File: config.mk
export PLATFORM = sky130hd
export DESIGN_NAME = positional_list_engine
export DESIGN_NICKNAME = d
export VERILOG_FILES = /design/src/design/plist_pkg.sv /design/src/design/plist_dp.sv /design/src/design/plist_ctrl.sv /design/src/design/positional_list_engine.sv
export SDC_FILE = /design/constraint.sdc
export NUM_CORES = 1
export LEC_CHECK = 0
export BUFFER_PORTS_ARGS = -buffer_cell sky130_fd_sc_hd__buf_4
export CAP_MARGIN = 20
export CORE_AREA = 8 8 279 388
export DETAILED_ROUTE_END_ITERATION = 8
export DIE_AREA = 0 0 287 396
export GPL_TIMING_DRIVEN = 0
export MAX_ROUTING_LAYER = met4
export PLACE_DENSITY = 0.39
export SYNTH_ARGS = -nofsm -noshare
export SYNTH_HDL_FRONTEND = slang
export SYNTH_HIERARCHICAL = 1
export SYNTH_SLANG_ARGS = --single-unit
File: constraint.sdc
create_clock -name clk -period 4.1 [get_ports clk]
set_input_delay 0.41 -clock clk [delete_from_list [all_inputs] [get_ports clk]]
set_output_delay 0.41 -clock clk [all_outputs]
set_load 0.01 [all_outputs]
File: src/design/plist_pkg.sv
`timescale 1ns / 1ps
// ============================================================================
// plist_pkg - shared types and codes for the positional list engine
// Command and status codes, controller states and the controller to
// datapath command bundle.
// ============================================================================
package plist_pkg;

    localparam int DATA_W  = 32;
    localparam int POS_W   = 8;
    localparam int COUNT_W = 5;

    typedef enum logic [2:0] {
        CMD_APPEND    = 3'd0,
        CMD_PREPEND   = 3'd1,
        CMD_INSERT    = 3'd2,
        CMD_LENGTH    = 3'd3,
        CMD_DISPLAY   = 3'd4,
        CMD_DEL_FIRST = 3'd5,
        CMD_DEL_LAST  = 3'd6,
        CMD_DEL_POS   = 3'd7
    } cmd_t;

    typedef enum logic [1:0] {
        ST_OK     = 2'd0,
        ST_FULL   = 2'd1,
        ST_EMPTY  = 2'd2,
        ST_BADPOS = 2'd3
    } status_t;

    typedef enum logic [6:0] {
        S_IDLE     = 7'b0000001,
        S_UP_RD    = 7'b0000010,
        S_UP_WR    = 7'b0000100,
        S_DN_RD    = 7'b0001000,
        S_DN_WR    = 7'b0010000,
        S_DISP_RD  = 7'b0100000,
        S_DISP_OUT = 7'b1000000
    } state_t;

    // Commands from controller to datapath
    typedef struct packed {
        logic    load_val;   // capture request value
        logic    rd_en;      // registered store read
        logic    wr_en;      // store write at wr_addr
        logic    wr_sel_val; // write request value (else read data)
        logic    cnt_inc;
        logic    cnt_dec;
        logic    emit;       // launch one result
        logic    emit_elem;  // result element from read data (else zero)
        logic    emit_last;
        status_t emit_status;
    } dp_cmd_t;

endpackage

File: src/design/plist_dp.sv
`timescale 1ns / 1ps
// ============================================================================
// plist_dp - element store, length counter and result registers
// Executes controller commands; one store read and one write per cycle.
// ============================================================================
module plist_dp #(
    parameter int CAPACITY = 16,
    parameter int AW = (CAPACITY > 1) ? $clog2(CAPACITY) : 1,
    parameter int CW = $clog2(CAPACITY + 1)
) (
    input  logic                                clk,
    input  logic                                rst_n,
    input  plist_pkg::dp_cmd_t                  cmd,
    input  logic [AW-1:0]                       rd_addr,
    input  logic [AW-1:0]                       wr_addr,
    input  logic signed [plist_pkg::DATA_W-1:0] value,
    output logic [CW-1:0]                       cnt,
    output logic                                done,
    output logic [1:0]                          status,
    output logic signed [plist_pkg::DATA_W-1:0] element,
    output logic [plist_pkg::COUNT_W-1:0]       count,
    output logic                                last
);
    import plist_pkg::*;

    logic signed [DATA_W-1:0] mem [CAPACITY];
    logic signed [DATA_W-1:0] value_reg;
    logic signed [DATA_W-1:0] rdata_reg;
    logic [CW-1:0]            cnt_reg, cnt_next;
    logic                     done_reg;
    logic [1:0]               status_reg;
    logic signed [DATA_W-1:0] element_reg;
    logic [COUNT_W-1:0]       count_reg;
    logic                     last_reg;

    always_comb
    begin
        cnt_next = cnt_reg;
        if (cmd.cnt_inc)
        begin
            cnt_next = cnt_reg + CW'(1);
        end
        else if (cmd.cnt_dec)
        begin
            cnt_next = cnt_reg - CW'(1);
        end
    end

    // store: no reset, only entries below the count are read
    always_ff @(posedge clk)
    begin
        if (cmd.wr_en)
        begin
            mem[wr_addr] <= cmd.wr_sel_val ? value_reg : rdata_reg;
        end
        if (cmd.rd_en)
        begin
            rdata_reg <= mem[rd_addr];
        end
        if (cmd.load_val)
        begin
            value_reg <= value;
        end
        if (cmd.emit)
        begin
            status_reg  <= cmd.emit_status;
            element_reg <= cmd.emit_elem ? rdata_reg : '0;
            count_reg   <= COUNT_W'(cnt_reg);
            last_reg    <= cmd.emit_last;
        end
    end

    always_ff @(posedge clk or negedge rst_n)
    begin
        if (!rst_n)
        begin
            cnt_reg  <= '0;
            done_reg <= 1'b0;
        end
        else
        begin
            cnt_reg  <= cnt_next;
            done_reg <= cmd.emit;
        end
    end

    assign cnt     = cnt_reg;
    assign done    = done_reg;
    assign status  = status_reg;
    assign element = element_reg;
    assign count   = count_reg;
    assign last    = last_reg;

endmodule

File: src/design/plist_ctrl.sv
`timescale 1ns / 1ps
// ============================================================================
// plist_ctrl - command sequencer for the positional list engine
// Decodes a request, checks it against the count and walks the store.
// ============================================================================
module plist_ctrl #(
    parameter int CAPACITY = 16,
    parameter int AW = (CAPACITY > 1) ? $clog2(CAPACITY) : 1,
    parameter int CW = $clog2(CAPACITY + 1)
) (
    input  logic                         clk,
    input  logic                         rst_n,
    input  logic                         start,
    input  logic [2:0]                   command,
    input  logic [plist_pkg::POS_W-1:0]  position,
    input  logic [CW-1:0]                cnt,
    output logic                         busy,
    output plist_pkg::dp_cmd_t           cmd,
    output logic [AW-1:0]                rd_addr,
    output logic [AW-1:0]                wr_addr
);
    import plist_pkg::*;

    localparam int EW = ((CW > POS_W) ? CW : POS_W) + 1;

    state_t        state_reg, state_next;
    logic [AW-1:0] ptr_reg, ptr_next;
    logic [AW-1:0] idx_reg, idx_next;
    status_t       st_reg, st_next;
    logic          fin_reg, fin_next;   // single closing result pending

    logic [EW-1:0] pos_ext, cnt_ext;
    logic          full, empty, ins_ok, del_ok, ptr1_end;

    assign pos_ext  = EW'(position);
    assign cnt_ext  = EW'(cnt);
    assign full     = (cnt == CW'(CAPACITY));
    assign empty    = (cnt == '0);
    assign ins_ok   = (pos_ext != '0) && (pos_ext <= cnt_ext + EW'(1));
    assign del_ok   = (pos_ext != '0) && (pos_ext <= cnt_ext);
    assign ptr1_end = ((CW'(ptr_reg) + CW'(1)) >= cnt);

    assign busy    = (state_reg != S_IDLE) || fin_reg;
    assign wr_addr = ptr_reg;

    always_comb
    begin
        state_next = state_reg;
        ptr_next   = ptr_reg;
        idx_next   = idx_reg;
        st_next    = st_reg;
        fin_next   = 1'b0;
        cmd        = '0;
        rd_addr    = ptr_reg;

        unique case (state_reg)
            S_IDLE:
            begin
                if (fin_reg)
                begin
                    cmd.emit        = 1'b1;
                    cmd.emit_last   = 1'b1;
                    cmd.emit_status = st_reg;
                end
                else if (start)
                begin
                    cmd.load_val = 1'b1;
                    st_next      = ST_OK;
                    ptr_next     = AW'(cnt);
                    unique case (cmd_t'(command))
                        CMD_APPEND, CMD_PREPEND, CMD_INSERT:
                        begin
                            if (full)
                            begin
                                st_next  = ST_FULL;
                                fin_next = 1'b1;
                            end
                            else if (cmd_t'(command) == CMD_APPEND)
                            begin
                                idx_next   = AW'(cnt);
                                state_next = S_UP_RD;
                            end
                            else if (cmd_t'(command) == CMD_PREPEND)
                            begin
                                idx_next   = '0;
                                state_next = S_UP_RD;
                            end
                            else if (!ins_ok)
                            begin
                                st_next  = ST_BADPOS;
                                fin_next = 1'b1;
                            end
                            else
                            begin
                                idx_next   = AW'(pos_ext - EW'(1));
                                state_next = S_UP_RD;
                            end
                        end
                        CMD_LENGTH:
                        begin
                            fin_next = 1'b1;
                        end
                        CMD_DISPLAY:
                        begin
                            if (empty)
                            begin
                                st_next  = ST_EMPTY;
                                fin_next = 1'b1;
                            end
                            else
                            begin
                                ptr_next   = '0;
                                state_next = S_DISP_RD;
                            end
                        end
                        CMD_DEL_FIRST:
                        begin
                            if (empty)
                            begin
                                st_next  = ST_EMPTY;
                                fin_next = 1'b1;
                            end
                            else
                            begin
                                ptr_next   = '0;
                                state_next = S_DN_RD;
                            end
                        end
                        CMD_DEL_LAST:
                        begin
                            if (empty)
                            begin
                                st_next = ST_EMPTY;
                            end
                            else
                            begin
                                cmd.cnt_dec = 1'b1;
                            end
                            fin_next = 1'b1;
                        end
                        CMD_DEL_POS:
                        begin
                            if (empty)
                            begin
                                st_next  = ST_EMPTY;
                                fin_next = 1'b1;
                            end
                            else if (!del_ok)
                            begin
                                st_next  = ST_BADPOS;
                                fin_next = 1'b1;
                            end
                            else
                            begin
                                ptr_next   = AW'(pos_ext - EW'(1));
                                state_next = S_DN_RD;
                            end
                        end
                        default:
                        begin
                            fin_next = 1'b1;
                        end
                    endcase
                end
            end
            S_UP_RD:
            begin
                if (ptr_reg == idx_reg)
                begin
                    cmd.wr_en      = 1'b1;
                    cmd.wr_sel_val = 1'b1;
                    cmd.cnt_inc    = 1'b1;
                    fin_next       = 1'b1;
                    state_next     = S_IDLE;
                end
                else
                begin
                    rd_addr    = ptr_reg - AW'(1);
                    cmd.rd_en  = 1'b1;
                    state_next = S_UP_WR;
                end
            end
            S_UP_WR:
            begin
                cmd.wr_en  = 1'b1;
                ptr_next   = ptr_reg - AW'(1);
                state_next = S_UP_RD;
            end
            S_DN_RD:
            begin
                if (ptr1_end)
                begin
                    cmd.cnt_dec = 1'b1;
                    fin_next    = 1'b1;
                    state_next  = S_IDLE;
                end
                else
                begin
                    rd_addr    = ptr_reg + AW'(1);
                    cmd.rd_en  = 1'b1;
                    state_next = S_DN_WR;
                end
            end
            S_DN_WR:
            begin
                cmd.wr_en  = 1'b1;
                ptr_next   = ptr_reg + AW'(1);
                state_next = S_DN_RD;
            end
            S_DISP_RD:
            begin
                cmd.rd_en  = 1'b1;
                state_next = S_DISP_OUT;
            end
            S_DISP_OUT:
            begin
                cmd.emit        = 1'b1;
                cmd.emit_elem   = 1'b1;
                cmd.emit_status = ST_OK;
                cmd.emit_last   = ptr1_end;
                ptr_next        = ptr_reg + AW'(1);
                state_next      = ptr1_end ? S_IDLE : S_DISP_RD;
            end
            default:
            begin
                state_next = S_IDLE;
            end
        endcase
    end

    always_ff @(posedge clk or negedge rst_n)
    begin
        if (!rst_n)
        begin
            state_reg <= S_IDLE;
            fin_reg   <= 1'b0;
        end
        else
        begin
            state_reg <= state_next;
            fin_reg   <= fin_next;
        end
    end

    always_ff @(posedge clk)
    begin
        ptr_reg <= ptr_next;
        idx_reg <= idx_next;
        st_reg  <= st_next;
    end

endmodule

File: src/design/positional_list_engine.sv
`timescale 1ns / 1ps
// ============================================================================
// positional_list_engine - ordered list of signed 32-bit values
// Append, prepend, positional insert and delete, length and display over
// a store of CAPACITY entries kept in list order.
// ============================================================================
// Sequence: checks-only commands (length, full, empty, bad position, delete
//   last) set a pending closing result on acceptance, launched from idle.
//   Inserts and deletes shift the store one entry at a time through its
//   single read and write port, a read then a write state per moved entry.
//   Display reads each element in S_DISP_RD and launches it in S_DISP_OUT.
// Throughput: one request at a time; busy stays high until the final result
//   is launched. Results cannot be stalled: done marks each for one cycle.
// Reset: asynchronous, active low; the list is empty after reset, the store
//   contents are left as they are.
// ============================================================================
module positional_list_engine #(
    parameter int CAPACITY = 16
) (
    input  logic                                clk,
    input  logic                                rst_n,
    // request side
    input  logic                                start,
    output logic                                busy,
    input  logic [2:0]                          command,
    input  logic signed [plist_pkg::DATA_W-1:0] value,
    input  logic [plist_pkg::POS_W-1:0]         position,
    // result side
    output logic                                done,
    output logic [1:0]                          status,
    output logic signed [plist_pkg::DATA_W-1:0] element,
    output logic [plist_pkg::COUNT_W-1:0]       count,
    output logic                                last
);
    import plist_pkg::*;

    // store index width and count width (count must hold CAPACITY itself)
    localparam int AW = (CAPACITY > 1) ? $clog2(CAPACITY) : 1;
    localparam int CW = $clog2(CAPACITY + 1);

    dp_cmd_t       dp_cmd;
    logic [AW-1:0] rd_addr;
    logic [AW-1:0] wr_addr;
    logic [CW-1:0] cnt;

    // Sequencer: decodes the request against the current length and steps
    // the shift or readout walk one store access at a time.
    plist_ctrl #(
        .CAPACITY (CAPACITY),
        .AW       (AW),
        .CW       (CW)
    ) u_ctrl (
        .clk      (clk),
        .rst_n    (rst_n),
        .start    (start),
        .command  (command),
        .position (position),
        .cnt      (cnt),
        .busy     (busy),
        .cmd      (dp_cmd),
        .rd_addr  (rd_addr),
        .wr_addr  (wr_addr)
    );

    // Datapath: element store, length counter and registered result port.
    plist_dp #(
        .CAPACITY (CAPACITY),
        .AW       (AW),
        .CW       (CW)
    ) u_dp (
        .clk      (clk),
        .rst_n    (rst_n),
        .cmd      (dp_cmd),
        .rd_addr  (rd_addr),
        .wr_addr  (wr_addr),
        .value    (value),
        .cnt      (cnt),
        .done     (done),
        .status   (status),
        .element  (element),
        .count    (count),
        .last     (last)
    );

endmodule

==> run metrics <==
post-synthesis register bit count=640; final wirelength=71600 um; first-pass GRT wire length=103000 um; Async S/R FF share, synth=0.0219; Mapped Cells=1270; Pre-antenna DRT Iters=5; setup ws final=123 ps; Clk pin slew, worst setup/hold paths=60 ps; Avg Inst Size Synth=20.0 um2; gp weighted congestion=0.773; Port Buffers=86; Max transition margin=0.318; DR vias=13000; Clock H-tree levels=3; Pins Over Slew Limit=0; number of synthesized flops with an enable pin=626; Tightest Pin Transition=1020 ps; Worst path max stage delay=620 ps; Die Y=396 um; vias in the first global route=14100; initial antenna violation count=2; max FFs per register=512; CP Launch Type=flop; Max IR drop VDD=0.000287 V; r2r startpoint=u_ctrl/wr_addr[0]$_DFFE_PP_; die area=114000 um2; Total GRT Usage=0.129; via/cell ratio=4.50; launch point of the worst path=u_ctrl/wr_addr[0]$_DFFE_PP_; DP Worst Slack=-1590 ps; CTS buffer count=68; initial core utilization=0.248; Setup crit end kind=flop; CTS Sinks=640; Final ANT Viol Nets=0; post-DR wirelength/cell=24.8 um; Mapped Nets=1341; Bufs and invs on worst path=3; Max Buffers Root-to-Sink=3; Worst Path Arrival=4450 ps; CP Cell Sequence=buf_4 > inv_1 > ha_2 > ha_1 > nand2_1 > o21ai_1 > a31oi_4 > and3_1 > a22oi_1 > xnor2_1 > nor2_1 > clkbuf_2 > a22oi_1 > nand2_1; outcome=finished clean; Final #Nets=1570; drt drc=0; Final Hold Viols=0; max_cap viols=0; worst-case clock skew=17.1 ps; Starting DRT DRC Count=822; Worst-Skew Late Latency=620 ps; n_diodes=0; grt total ovfl=0; layout cells sized above 1=0.298; Distinct cells, synth=67; row count=139; Biggest register=u_dp/mem; Mapped Area=25400 um2; warnings from Yosys=6; io pins=88; Total Power=20000 uW; Critical Path Fanout Max=10; Worst Hold Class=in -> async; CTS tree=yes; final setup fails=0; Max Freq=251 MHz; Req. time, crit path=4580 ps; Top FF cell, synth=edfxtp_1; Core Area=102000 um2; die width=287 um; hpwl dp=46400 um; crit share post-route=0.970; pin count of the biggest net entering global routing=42; Worst path top cell family by delay=simple AND/OR/NAND/NOR gates; Area Growth Syn to Fin=23.5%; CP max stage cell=nor2_1; minimum clock period=3980 ps; Crit Path Class=reg -> reg; Static Leak=0.0101 uW; post-synthesis sequential area ratio=0.755; root buffer cell=clkbuf_16; power density cells=639 nW/um2
==> placed cells by master, fill, tap and decap left out, types with 14 or more instances in the layout <==
master / instances
ha_1: 22
clkinv_1: 15
o21ai_0: 18
buf_16: 19
clkbuf_16: 70
and2_1: 35
mux4_2: 128
buf_4: 107
nand3_1: 14
mux2_2: 33
clkbuf_1: 26
dlygate4sd3_1: 33
a21oi_1: 14
nor2_1: 14
a22oi_1: 66
nand2_1: 58
inv_1: 16
edfxtp_1: 626
==> cell type report <==
type / instances / area, um2
tap: 1339 / 1680
sequential: 640 / 19100
clock buffer: 85 / 1810
multi-input combinational: 554 / 6080
fill: 9983 / 71000
buffer: 58 / 439
inverter: 17 / 63.8
timing repair buffer: 160 / 1800
clock inverter: 35 / 288
==> worst paths after layout <==
path	end	slack (ps)	depth (start not counted)
setup / recovery	u_dp/rdata_reg[29]$_DFFE_PP_	120	14
hold / removal	u_dp/done$_DFF_PN0_	190	2
setup reg to reg	u_dp/rdata_reg[29]$_DFFE_PP_	120	14
hold reg to reg	u_dp/count[3]$_DFFE_PP_	520	0
max in group asynchronous	u_ctrl/state_reg[0]$_DFFE_PN1P_	3650	2
min in group clk	u_ctrl/idx_reg[3]$_DFFE_PP_	270	3
==> stage by stage <==
stage	setup TNS [ps]	hold slack, ps	utilization	instances	instance area, um2
finish	0	194	0.306	2888	31300
global route	-5.10	199	0.306	2888	31300
CTS	0	144	0.306	2886	31200
detailed placement	-453640	289	0.279	2726	28500
global placement	-1563650	283	0.271	2695	27700
floorplan	0	114	-	1270	25400
==> power by group <==
| part | leakage (uW) | switching (uW) | internal (uW) |
|---|---|---|---|
| registers | 0.00585 | 252 | 8010 |
| logic | 0.00325 | 3360 | 2440 |
| clock network | 0.00102 | 2560 | 3390 |
| total | 0.0101 | 6170 | 13800 |
==> routing by layer <==
layer  global-route usage  up-vias  part of all wire
li1                     -     5695                 -
met1                0.157     6926              0.43
met2                0.219      289              0.52
met3               0.0220       82             0.039
met4               0.0370        0             0.020
met5                    -        -                 0
==> cell usage after synthesis (all sizes together) (14+ instances only) <==
master | count | area, um2
a22oi | 67 | 503
clkbuf | 29 | 110
buf | 30 | 168
and2 | 35 | 219
o21ai | 20 | 100
mux2 | 33 | 372
inv | 17 | 63.8
ha | 24 | 300
nand2 | 59 | 221
nor2 | 27 | 101
a21oi | 16 | 83.8
mux4 | 128 | 2880
nand3 | 14 | 70.1
edfxtp | 626 | 18800
==> cells by family (layout without fill, tap and decap cells) <==
logic type,Yosys count,in the layout,share of synthesized area
adder cells (fa/ha/maj),25,25,0.0126
buffers and inverters,76,355,0.0135
AO/OA/AOI/OAI,146,146,0.0409
XOR/XNOR,18,18,0.00622
multiplexers,162,162,0.129
AND/OR/NAND/NOR,203,203,0.0426
flip-flops,640,640,0.755
==> what timing repair did <==
item | CTS | global route
pin swaps | 2 | 1
endpoints found under the hold margin | 46 | 0
hold buffers | 33 | 0
endpoints found under the setup margin | 859 | 32
resized for setup | 96 | 13
gates cloned | 1 | 0
buffers inserted | 7 | 2
Power figures use the tool's default switching activity.
